<file path="src/hw/rtl/spwm_pkg.sv">
package spwm_pkg;

	localparam int PHASE_BITS    = 32;
	localparam int SINE_ENTRIES  = 256;
	localparam int SAMPLE_BITS   = 16;
	localparam int ADC_BITS      = 12;
	localparam int IDX_BITS      = $clog2(SINE_ENTRIES);
	localparam int AMP_BITS      = 15;
	localparam int GAIN_BITS     = 16;
	localparam int STEP_CFG_BITS = 31;
	localparam int CFG_IDX_BITS  = 3;
	localparam int CFG_DATA_BITS = 31;

	// register indexes on the configuration port
	localparam logic [CFG_IDX_BITS-1:0] REG_SINE_STEP_GAIN    = 3'd0;
	localparam logic [CFG_IDX_BITS-1:0] REG_LOW_SPEED_STEP    = 3'd1;
	localparam logic [CFG_IDX_BITS-1:0] REG_POT_THRESHOLD     = 3'd2;
	localparam logic [CFG_IDX_BITS-1:0] REG_CARRIER_STEP      = 3'd3;
	localparam logic [CFG_IDX_BITS-1:0] REG_SINE_AMPLITUDE    = 3'd4;
	localparam logic [CFG_IDX_BITS-1:0] REG_CARRIER_AMPLITUDE = 3'd5;

	localparam logic [GAIN_BITS-1:0]     RST_SINE_STEP_GAIN    = 16'd8590;
	localparam logic [STEP_CFG_BITS-1:0] RST_LOW_SPEED_STEP    = 31'd1288490;
	localparam logic [ADC_BITS-1:0]      RST_POT_THRESHOLD     = 12'd200;
	localparam logic [STEP_CFG_BITS-1:0] RST_CARRIER_STEP      = 31'd429496730;
	localparam logic [AMP_BITS-1:0]      RST_SINE_AMPLITUDE    = 15'd32767;
	localparam logic [AMP_BITS-1:0]      RST_CARRIER_AMPLITUDE = 15'd22938;
	localparam logic [PHASE_BITS-1:0]    RST_SINE_STEP         = PHASE_BITS'(64'd2147484);

	// -120 and -240 degree offsets
	localparam logic [PHASE_BITS-1:0] PHASE_THIRD     = PHASE_BITS'((65'd1 << PHASE_BITS) / 3);
	localparam logic [PHASE_BITS-1:0] PHASE_TWO_THIRD = PHASE_BITS'(((65'd1 << PHASE_BITS) * 2) / 3);

	localparam longint ONE30 = 64'sd1 << 30;
	localparam longint SMAX  = (64'sd1 << (SAMPLE_BITS - 1)) - 1;

	typedef struct packed {
		logic                pot_valid;
		logic [ADC_BITS-1:0] pot_value;
	} in_t;

	typedef struct packed {
		logic pwm_a;
		logic pwm_b;
		logic pwm_c;
		logic step_changed;
	} out_t;

	typedef struct packed {
		logic [GAIN_BITS-1:0]     sine_step_gain;
		logic [STEP_CFG_BITS-1:0] low_speed_step;
		logic [ADC_BITS-1:0]      pot_threshold;
		logic [STEP_CFG_BITS-1:0] carrier_step;
		logic [AMP_BITS-1:0]      sine_amplitude;
		logic [AMP_BITS-1:0]      carrier_amplitude;
	} cfg_t;

	typedef struct packed {
		logic signed [SAMPLE_BITS-1:0] sa;
		logic signed [SAMPLE_BITS-1:0] sb;
		logic signed [SAMPLE_BITS-1:0] sc;
		logic                          car_neg;
		logic [SAMPLE_BITS-2:0]        car_mag;
		logic                          step_changed;
	} wave_t;

	typedef logic signed [SAMPLE_BITS-1:0] sine_lut_t [SINE_ENTRIES];

	// sin(pi/2 * u), u and result in Q30
	function automatic longint quarter_sine(input longint u);
		longint u2;
		longint acc;
		u2 = (u * u) / ONE30;
		acc = 172271;
		acc = -5026995 + (acc * u2) / ONE30;
		acc = 85569306 + (acc * u2) / ONE30;
		acc = -693598668 + (acc * u2) / ONE30;
		acc = 1686629713 + (acc * u2) / ONE30;
		acc = (acc * u) / ONE30;
		if (acc < 0) acc = 0;
		if (acc > ONE30) acc = ONE30;
		return acc;
	endfunction

	function automatic sine_lut_t build_sine_lut();
		sine_lut_t lut;
		longint    k4;
		longint    q;
		longint    rem;
		longint    u;
		longint    mag;
		int        i;
		for (i = 0; i < SINE_ENTRIES; i++) begin
			k4 = longint'(i) * 4;
			q = (k4 / SINE_ENTRIES) % 4;
			rem = k4 % SINE_ENTRIES;
			u = (rem << 30) / SINE_ENTRIES;
			if (q % 2 == 1) u = ONE30 - u;
			mag = (quarter_sine(u) * SMAX + ONE30 / 2) / ONE30;
			lut[i] = SAMPLE_BITS'((q >= 2) ? -mag : mag);
		end
		return lut;
	endfunction

	localparam sine_lut_t SINE_LUT = build_sine_lut();

	// magnitude times Q0.15 amplitude, truncated toward zero, sign restored
	function automatic logic signed [SAMPLE_BITS-1:0] scale_amp(
		input logic                   neg,
		input logic [SAMPLE_BITS-2:0] mag,
		input logic [AMP_BITS-1:0]    amp
	);
		logic [SAMPLE_BITS+AMP_BITS-2:0] prod;
		logic signed [SAMPLE_BITS-1:0]   res;
		prod = mag * amp;
		res = signed'({1'b0, prod[AMP_BITS +: SAMPLE_BITS-1]});
		return neg ? -res : res;
	endfunction

endpackage

</file>
<file path="src/hw/rtl/spwm_cfg.sv">
module spwm_cfg (
	input  logic                                 clk,
	input  logic                                 arst_n,
	input  logic                                 wr_en,
	input  logic [spwm_pkg::CFG_IDX_BITS-1:0]    wr_index,
	input  logic [spwm_pkg::CFG_DATA_BITS-1:0]   wr_data,
	output spwm_pkg::cfg_t                       cfg
);
	import spwm_pkg::*;

	cfg_t cfg_q;

	always_ff @(posedge clk or negedge arst_n) begin
		if (!arst_n) begin
			cfg_q.sine_step_gain    <= RST_SINE_STEP_GAIN;
			cfg_q.low_speed_step    <= RST_LOW_SPEED_STEP;
			cfg_q.pot_threshold     <= RST_POT_THRESHOLD;
			cfg_q.carrier_step      <= RST_CARRIER_STEP;
			cfg_q.sine_amplitude    <= RST_SINE_AMPLITUDE;
			cfg_q.carrier_amplitude <= RST_CARRIER_AMPLITUDE;
		end else if (wr_en) begin
			unique case (wr_index)
				REG_SINE_STEP_GAIN:    cfg_q.sine_step_gain    <= wr_data[GAIN_BITS-1:0];
				REG_LOW_SPEED_STEP:    cfg_q.low_speed_step    <= wr_data[STEP_CFG_BITS-1:0];
				REG_POT_THRESHOLD:     cfg_q.pot_threshold     <= wr_data[ADC_BITS-1:0];
				REG_CARRIER_STEP:      cfg_q.carrier_step      <= wr_data[STEP_CFG_BITS-1:0];
				REG_SINE_AMPLITUDE:    cfg_q.sine_amplitude    <= wr_data[AMP_BITS-1:0];
				REG_CARRIER_AMPLITUDE: cfg_q.carrier_amplitude <= wr_data[AMP_BITS-1:0];
				default: ;
			endcase
		end
	end

	assign cfg = cfg_q;

endmodule

</file>
<file path="src/hw/rtl/spwm_phase.sv">
module spwm_phase (
	input  logic                               clk,
	input  logic                               arst_n,
	input  logic                               adv,
	input  spwm_pkg::in_t                      item,
	input  spwm_pkg::cfg_t                     cfg,
	output logic [spwm_pkg::PHASE_BITS-1:0]    sine_phase,
	output logic [spwm_pkg::PHASE_BITS-1:0]    carrier_phase,
	output logic                               step_changed
);
	import spwm_pkg::*;

	logic [PHASE_BITS-1:0] sine_phase_q;
	logic [PHASE_BITS-1:0] carrier_phase_q;
	logic [PHASE_BITS-1:0] sine_step_q;
	logic [ADC_BITS-1:0]   last_pot_q;

	logic                  below_thr;
	logic                  outside_band;
	logic [ADC_BITS+3:0]   pot_x10;
	logic [ADC_BITS+3:0]   old_x9;
	logic [ADC_BITS+3:0]   old_x11;
	logic [PHASE_BITS-1:0] step_next;

	always_comb begin
		pot_x10 = (ADC_BITS+4)'(item.pot_value) * (ADC_BITS+4)'(10);
		old_x9  = (ADC_BITS+4)'(last_pot_q) * (ADC_BITS+4)'(9);
		old_x11 = (ADC_BITS+4)'(last_pot_q) * (ADC_BITS+4)'(11);
		below_thr = item.pot_value < cfg.pot_threshold;
		// +-10 percent hysteresis band around the last accepted reading
		outside_band = (pot_x10 < old_x9) || (pot_x10 > old_x11);
		step_changed = item.pot_valid && (below_thr || outside_band);
		step_next = sine_step_q;
		if (item.pot_valid) begin
			priority if (below_thr)
				step_next = PHASE_BITS'(cfg.low_speed_step);
			else if (outside_band)
				step_next = PHASE_BITS'(item.pot_value * cfg.sine_step_gain);
			else
				step_next = sine_step_q;
		end
	end

	always_ff @(posedge clk or negedge arst_n) begin
		if (!arst_n) begin
			sine_phase_q    <= '0;
			carrier_phase_q <= '0;
			sine_step_q     <= RST_SINE_STEP;
			last_pot_q      <= '0;
		end else if (adv) begin
			sine_step_q     <= step_next;
			sine_phase_q    <= sine_phase_q + step_next;
			carrier_phase_q <= carrier_phase_q + PHASE_BITS'(cfg.carrier_step);
			if (step_changed)
				last_pot_q <= item.pot_value;
		end
	end

	assign sine_phase    = sine_phase_q;
	assign carrier_phase = carrier_phase_q;

endmodule

</file>
<file path="src/hw/rtl/spwm_wave.sv">
module spwm_wave (
	input  logic                               clk,
	input  logic                               en,
	input  logic [spwm_pkg::PHASE_BITS-1:0]    sine_phase,
	input  logic [spwm_pkg::PHASE_BITS-1:0]    carrier_phase,
	input  logic                               step_changed,
	output spwm_pkg::wave_t                    wave
);
	import spwm_pkg::*;

	localparam int TRI_SHL = (PHASE_BITS < 32) ? 32 - PHASE_BITS : 0;
	localparam int TRI_SHR = (PHASE_BITS >= 32) ? PHASE_BITS - 32 : 0;

	wave_t                  wave_s1;
	wave_t                  wave_d;
	logic [PHASE_BITS-1:0]  phase_b;
	logic [PHASE_BITS-1:0]  phase_c;
	logic [PHASE_BITS-2:0]  tri_mag;
	logic [PHASE_BITS+31:0] tri_wide;
	logic [30:0]            tri_q30;
	logic [SAMPLE_BITS+29:0] tri_scaled;

	always_comb begin
		phase_b = sine_phase - PHASE_THIRD;
		phase_c = sine_phase - PHASE_TWO_THIRD;
		wave_d.sa = SINE_LUT[sine_phase[PHASE_BITS-1 -: IDX_BITS]];
		wave_d.sb = SINE_LUT[phase_b[PHASE_BITS-1 -: IDX_BITS]];
		wave_d.sc = SINE_LUT[phase_c[PHASE_BITS-1 -: IDX_BITS]];
		// falling quarters mirror the low bits, second half is negative
		tri_mag = carrier_phase[PHASE_BITS-2] ? -carrier_phase[PHASE_BITS-2:0]
		                                      : carrier_phase[PHASE_BITS-2:0];
		tri_wide = ((PHASE_BITS+32)'(tri_mag) << TRI_SHL) >> TRI_SHR;
		tri_q30 = tri_wide[30:0];
		// times full scale, as a shift and subtract
		tri_scaled = ((SAMPLE_BITS+30)'(tri_q30) << (SAMPLE_BITS - 1))
		           - (SAMPLE_BITS+30)'(tri_q30);
		wave_d.car_mag = tri_scaled[30 +: SAMPLE_BITS-1];
		wave_d.car_neg = carrier_phase[PHASE_BITS-1];
		wave_d.step_changed = step_changed;
	end

	always_ff @(posedge clk) begin
		if (en)
			wave_s1 <= wave_d;
	end

	assign wave = wave_s1;

endmodule

</file>
<file path="src/hw/rtl/spwm_cmp.sv">
module spwm_cmp (
	input  logic                              clk,
	input  logic                              en,
	input  spwm_pkg::wave_t                   wave,
	input  logic [spwm_pkg::AMP_BITS-1:0]     sine_amplitude,
	input  logic [spwm_pkg::AMP_BITS-1:0]     carrier_amplitude,
	output spwm_pkg::out_t                    result
);
	import spwm_pkg::*;

	out_t                    result_s2;
	out_t                    result_d;
	logic signed [SAMPLE_BITS-1:0] car;
	logic signed [SAMPLE_BITS-1:0] va;
	logic signed [SAMPLE_BITS-1:0] vb;
	logic signed [SAMPLE_BITS-1:0] vc;

	always_comb begin
		car = scale_amp(wave.car_neg, wave.car_mag, carrier_amplitude);
		va = scale_amp(wave.sa[SAMPLE_BITS-1],
			(SAMPLE_BITS-1)'(wave.sa[SAMPLE_BITS-1] ? -wave.sa : wave.sa), sine_amplitude);
		vb = scale_amp(wave.sb[SAMPLE_BITS-1],
			(SAMPLE_BITS-1)'(wave.sb[SAMPLE_BITS-1] ? -wave.sb : wave.sb), sine_amplitude);
		vc = scale_amp(wave.sc[SAMPLE_BITS-1],
			(SAMPLE_BITS-1)'(wave.sc[SAMPLE_BITS-1] ? -wave.sc : wave.sc), sine_amplitude);
		result_d.pwm_a = va > car;
		result_d.pwm_b = vb > car;
		result_d.pwm_c = vc > car;
		result_d.step_changed = wave.step_changed;
	end

	always_ff @(posedge clk) begin
		if (en)
			result_s2 <= result_d;
	end

	assign result = result_s2;

endmodule

</file>
<file path="src/hw/rtl/three_phase_spwm_generator_top.sv">
// three-phase sine pwm: an input transfer reaches out_valid through valid_s1 and valid_s2
// throughput one item per cycle while out_ready is high; sine step, phase advance and
// table lookup in the first stage, amplitude scaling and compare in the second
// arst_n clears valids, phases and last reading, loads sine step and
// configuration registers with their defaults; configuration writes are registered
module three_phase_spwm_generator_top (
	input  logic                                 clk,
	input  logic                                 arst_n,
	input  logic                                 in_valid,
	output logic                                 in_ready,
	input  spwm_pkg::in_t                        in_data,
	output logic                                 out_valid,
	input  logic                                 out_ready,
	output spwm_pkg::out_t                       out_data,
	input  logic                                 cfg_valid,
	output logic                                 cfg_ready,
	input  logic [spwm_pkg::CFG_IDX_BITS-1:0]    cfg_index,
	input  logic [spwm_pkg::CFG_DATA_BITS-1:0]   cfg_data
);
	import spwm_pkg::*;

	cfg_t                  cfg;
	wave_t                 wave_s1;
	logic [PHASE_BITS-1:0] sine_phase;
	logic [PHASE_BITS-1:0] carrier_phase;
	logic                  step_changed;
	logic                  valid_s1;
	logic                  valid_s2;
	logic                  en_s1;
	logic                  en_s2;
	logic                  in_xfer;

	assign en_s2    = !valid_s2 || out_ready;
	assign en_s1    = !valid_s1 || en_s2;
	assign in_ready = en_s1;
	assign in_xfer  = in_valid && in_ready;
	assign cfg_ready = 1'b1;

	always_ff @(posedge clk or negedge arst_n) begin
		if (!arst_n) begin
			valid_s1 <= 1'b0;
			valid_s2 <= 1'b0;
		end else begin
			if (en_s1)
				valid_s1 <= in_valid;
			if (en_s2)
				valid_s2 <= valid_s1;
		end
	end

	spwm_cfg u_cfg (
		.clk      (clk),
		.arst_n   (arst_n),
		.wr_en    (cfg_valid && cfg_ready),
		.wr_index (cfg_index),
		.wr_data  (cfg_data),
		.cfg      (cfg)
	);

	spwm_phase u_phase (
		.clk           (clk),
		.arst_n        (arst_n),
		.adv           (in_xfer),
		.item          (in_data),
		.cfg           (cfg),
		.sine_phase    (sine_phase),
		.carrier_phase (carrier_phase),
		.step_changed  (step_changed)
	);

	spwm_wave u_wave (
		.clk           (clk),
		.en            (en_s1),
		.sine_phase    (sine_phase),
		.carrier_phase (carrier_phase),
		.step_changed  (step_changed),
		.wave          (wave_s1)
	);

	spwm_cmp u_cmp (
		.clk               (clk),
		.en                (en_s2),
		.wave              (wave_s1),
		.sine_amplitude    (cfg.sine_amplitude),
		.carrier_amplitude (cfg.carrier_amplitude),
		.result            (out_data)
	);

	assign out_valid = valid_s2;

	// a ready sink never holds off the source
	a_no_stall: assert property (@(posedge clk) disable iff (!arst_n)
		out_ready |-> in_ready)
		else $error("input stalled while output ready");

	// a step change can only come from a transfer that carried a reading
	a_changed_src: assert property (@(posedge clk) disable iff (!arst_n)
		in_xfer |=> valid_s1 && (!wave_s1.step_changed || $past(in_data.pot_valid)))
		else $error("stage 1 item lost or step change without reading");

	// both stages full and output blocked stops input
	a_full_block: assert property (@(posedge clk) disable iff (!arst_n)
		(valid_s1 && valid_s2 && !out_ready) |-> !in_ready)
		else $error("input accepted into full pipeline");

endmodule
</file>
<file path="config.mk">
export PLATFORM = sky130hd
export DESIGN_NAME = three_phase_spwm_generator_top
export DESIGN_NICKNAME = d
export VERILOG_FILES = /design/src/hw/rtl/spwm_pkg.sv /design/src/hw/rtl/spwm_cfg.sv /design/src/hw/rtl/spwm_phase.sv /design/src/hw/rtl/spwm_wave.sv /design/src/hw/rtl/spwm_cmp.sv /design/src/hw/rtl/three_phase_spwm_generator_top.sv
export SDC_FILE = /design/constraint.sdc
export NUM_CORES = 2
export LEC_CHECK = 0
export BUFFER_PORTS_ARGS = -buffer_cell sky130_fd_sc_hd__buf_2
export CELL_PAD_IN_SITES_DETAIL_PLACEMENT = 1
export CELL_PAD_IN_SITES_GLOBAL_PLACEMENT = 1
export CORE_UTILIZATION = 30
export CTS_CLUSTER_DIAMETER = 150
export DETAILED_ROUTE_END_ITERATION = 6
export GPL_TIMING_DRIVEN = 0
export PLACE_DENSITY = 0.63
export SLEW_MARGIN = 20
export SYNTH_ARGS = -nofsm -noshare
export SYNTH_HDL_FRONTEND = slang
export SYNTH_SLANG_ARGS = --single-unit
</file>
<file path="constraint.sdc">
create_clock -name clk -period 9.3 [get_ports clk]
set_input_delay 0.93 -clock clk [delete_from_list [all_inputs] [get_ports clk]]
set_output_delay 0.93 -clock clk [all_outputs]
set_load 0.01 [all_outputs]
</file>
==> results.py <==
metrics = {
    "worst_setup_path": {
        "slowest_delay_ps": 550,
        "slowest_stage": "fa_1",
        "required_ps": 9640,
        "critical-path-top-delay-family": "adder cells",
        "critPathLaunchType": "flop",
        "crit_buf_inv": 7,
        "worst_setup_path_end_kind": "flop",
        "crit_arrival_ps": 10420,
        "worst-setup-path-type": "reg -> reg",
        "path_max_fanout": 6,
        "cpMostUsedCell": "fa_1",
    },
    "place": {
        "port-buffer-count": 57,
        "place_hpwl_um": 280000,
        "gp_congestion": 0.999,
    },
    "cts": {
        "cts-root-buf": "clkbuf_16",
        "clk_latency_ps": 640,
        "numCtsBuffers": 41,
        "cts_htree_levels": 2,
        "cts.sinks": 299,
        "clkTransAtPathRegs_ps": 70,
        "cts_buffer_depth": 3,
        "cts_tree": "yes",
        "ctsHoldBuffers": 0,
    },
    "synthesis": {
        "synth.distinct_cells": 102,
        "yosysMostFrequentCell": "inv_1",
        "seq_area_frac_synth_pct": 11.3,
        "syn_nets": 10145,
        "synthCells": 8551,
        "synth-compound-area-share_pct": 18.6,
        "yosys-mux-area-fraction_pct": 2.55,
        "ys_warn_count": 0,
        "synth_ff_type": "dfrtp_1",
        "synth_edf_count": 69,
        "synth_top_family_by_area": "adder cells",
        "synth-xor-area-share_pct": 3.82,
        "yosysTopAreaCellShare_pct": 23.5,
        "syn_avg_cell_area_um2": 8.16,
        "synth_top_cell_by_area": "fa_1",
        "ys_seq_elements": 299,
        "synth-simple-area-share_pct": 18.5,
        "synth_area_leaders": "fa_1, ha_1, dfrtp_1",
        "synthAdderAreaFrac_pct": 36.5,
        "async_flop_share_pct": 76.9,
        "synthTopCellsByCount": "inv_1, nand2_1, fa_1, ha_1, and2_1",
        "synthesis.area_um2": 69700,
    },
    "die": {
        "dieArea_um2": 234000,
        "io_pins": 59,
        "num_rows": 176,
        "die_width_um": 484,
        "coreArea_um2": 231000,
        "fp.dieH_um": 484,
        "start_util_pct": 30.2,
    },
    "sta": {
        "whs_ps": 217,
        "finalSetupViolCount": 3,
        "relSlewSlack_pct": 11.6,
        "fin_ws_ps": -780,
        "post-route-period-util_pct": 108,
        "fmax_mhz": 99.2,
        "worst_slew_pin_slew_ps": 1330,
        "final.min_clock_period_ps": 10080,
        "rsz0062_at_grt": "true",
        "finClkSkew_ps": 43.4,
        "finalMaxSlewViolations": 0,
        "finalHoldViolations": 0,
    },
    "cells_and_area": {
        "fill_cells": 27351,
        "final_core_util_pct": 34.0,
        "nets": 10370,
        "area_growth_pct": 12.4,
        "drive_gt1_share_pct": 9.65,
    },
    "global_routing": {
        "antenna_found_initial": 29,
        "grt_pass1_vias": 73298,
        "grt_overflow": 0,
        "grt_pass1_wl_um": 517000,
        "grt_usage_pct": 29.8,
        "grt_max_degree": 91,
    },
    "outcome": {
        "violations": "setup timing",
        "status": "complete, but fails checks",
    },
    "min_path": {
        "hold_class": "in -> async",
    },
    "route": {
        "dr_total_vias": 68957,
        "drtAntennaViolNets": 0,
        "dr.pass1.iters": 7,
        "via_per_inst": 5.82,
        "first_iter_violations": 6107,
        "drt-total-wl_um": 357000,
        "wl_per_cell_um": 30.1,
        "drcViolationCount": 0,
    },
    "run": {
        "maxCapViolCount": 0,
    },
}
-- cells by family after synthesis --
family                   count (synthesis)
AO/OA/AOI/OAI                         1994
multiplexers                           154
buffers and inverters                 1604
XOR/XNOR                               301
AND/OR/NAND/NOR                       2656
adder cells (fa/ha/maj)               1542
other                                    1
flip-flops                             299
-- registers in the layout, summed over array words and instances (netlist names) --
| name | count |
|---|---|
| u_cfg.cfg | 120 |
| u_wave.wave | 65 |
| u_phase.carrier_phase | 32 |
| u_phase.sine_phase | 32 |
| u_phase.sine_step_q | 32 |
| u_phase.last_pot_q | 12 |
| u_cmp.result | 4 |
| out_valid | 1 |
| valid_s1 | 1 |
-- stage by stage --
step / worst slack [ps] / instances / cell area, µm² / setup TNS, ps
4_1_cts: -939 / 11788 / 77500 / -1880
3_5_place_dp: -2350 / 11659 / 74400 / -20640
2_1_floorplan: -147 / 8551 / 69900 / -220
3_3_place_gp: -2020 / 11634 / 73900 / -18110
5_1_grt: -1180 / 11835 / 78400 / -3050
6_report: -780 / 11842 / 78400 / -2020
-- final cells by class --
cell class / count / area [µm²] / share of cell area (%)
Antenna cell: 7 / 17.5 / 0.0223
Inverter: 1070 / 4020 / 5.13
Buffer: 522 / 2210 / 2.81
Sequential cell: 299 / 7910 / 10.1
Timing Repair Buffer: 194 / 1480 / 1.89
Multi-Input combinational cell: 6648 / 57400 / 73.3
Clock buffer: 58 / 1250 / 1.60
Clock inverter: 18 / 265 / 0.338
Tap cell: 3026 / 3790 / 4.83
-- cells in the final DEF (no fill, tap or decap), types with 32 or more instances in the layout --
| cell type | n |
|---|---|
| o31ai_1 | 46 |
| dfstp_2 | 65 |
| a221oi_1 | 32 |
| inv_1 | 1043 |
| edfxtp_1 | 69 |
| buf_1 | 56 |
| dfrtp_1 | 165 |
| nand2_1 | 1041 |
| clkbuf_16 | 45 |
| o311ai_0 | 44 |
| fa_1 | 813 |
| and2_1 | 592 |
| nor2b_1 | 46 |
| o21a_1 | 53 |
| o211ai_1 | 84 |
| o22ai_1 | 57 |
| clkbuf_1 | 393 |
| o221ai_1 | 35 |
| nand3_1 | 137 |
| a21o_1 | 93 |
| nand4_1 | 54 |
| a211oi_1 | 86 |
| a31oi_1 | 81 |
| nor2_1 | 350 |
| mux2_2 | 132 |
| nand2b_1 | 60 |
| xnor2_1 | 160 |
| o21ai_0 | 506 |
| nor3_1 | 122 |
| ha_1 | 706 |
| xor2_1 | 96 |
| buf_4 | 118 |
| buf_2 | 80 |
| or3_1 | 35 |
| a21oi_1 | 421 |
-- layer usage --
metal	share of wire [%]	vias to the layer above	wire length (µm)	global-route usage, %
met2	44	2944	158000	46.9
met3	7.2	835	25700	4.69
met4	4.8	12	17100	12.4
li1	-	29413	-	-
met5	0.021	-	76	0
met1	44	35753	156000	40.4
-- timing repair --
action / in CTS / in global routing
resized for setup: 269 / 107
pin swaps: 124 / 96
cloned: 0 / 0
endpoints found under the setup margin: 13 / 15
setup buffers: 64 / 48
-- final timing paths --
check,startpoint,to,depth (start not counted),slack [ps]
worst min-delay path,arst_n,u_cfg.cfg[119],1,220
worst max register to register,u_wave.wave[17],u_cmp.result[1],43,-780
max in group asynchronous,arst_n,u_cfg.cfg[11],3,7710
worst max-delay path,u_wave.wave[17],u_cmp.result[1],43,-780
worst min register to register,u_phase.carrier_phase[31],u_wave.wave[16],0,480
min in group clk,u_phase.carrier_phase[31],u_wave.wave[16],0,480
Power is not shown: default switching activity piles up to over one toggle a cycle in this logic, so the estimate is an artifact.
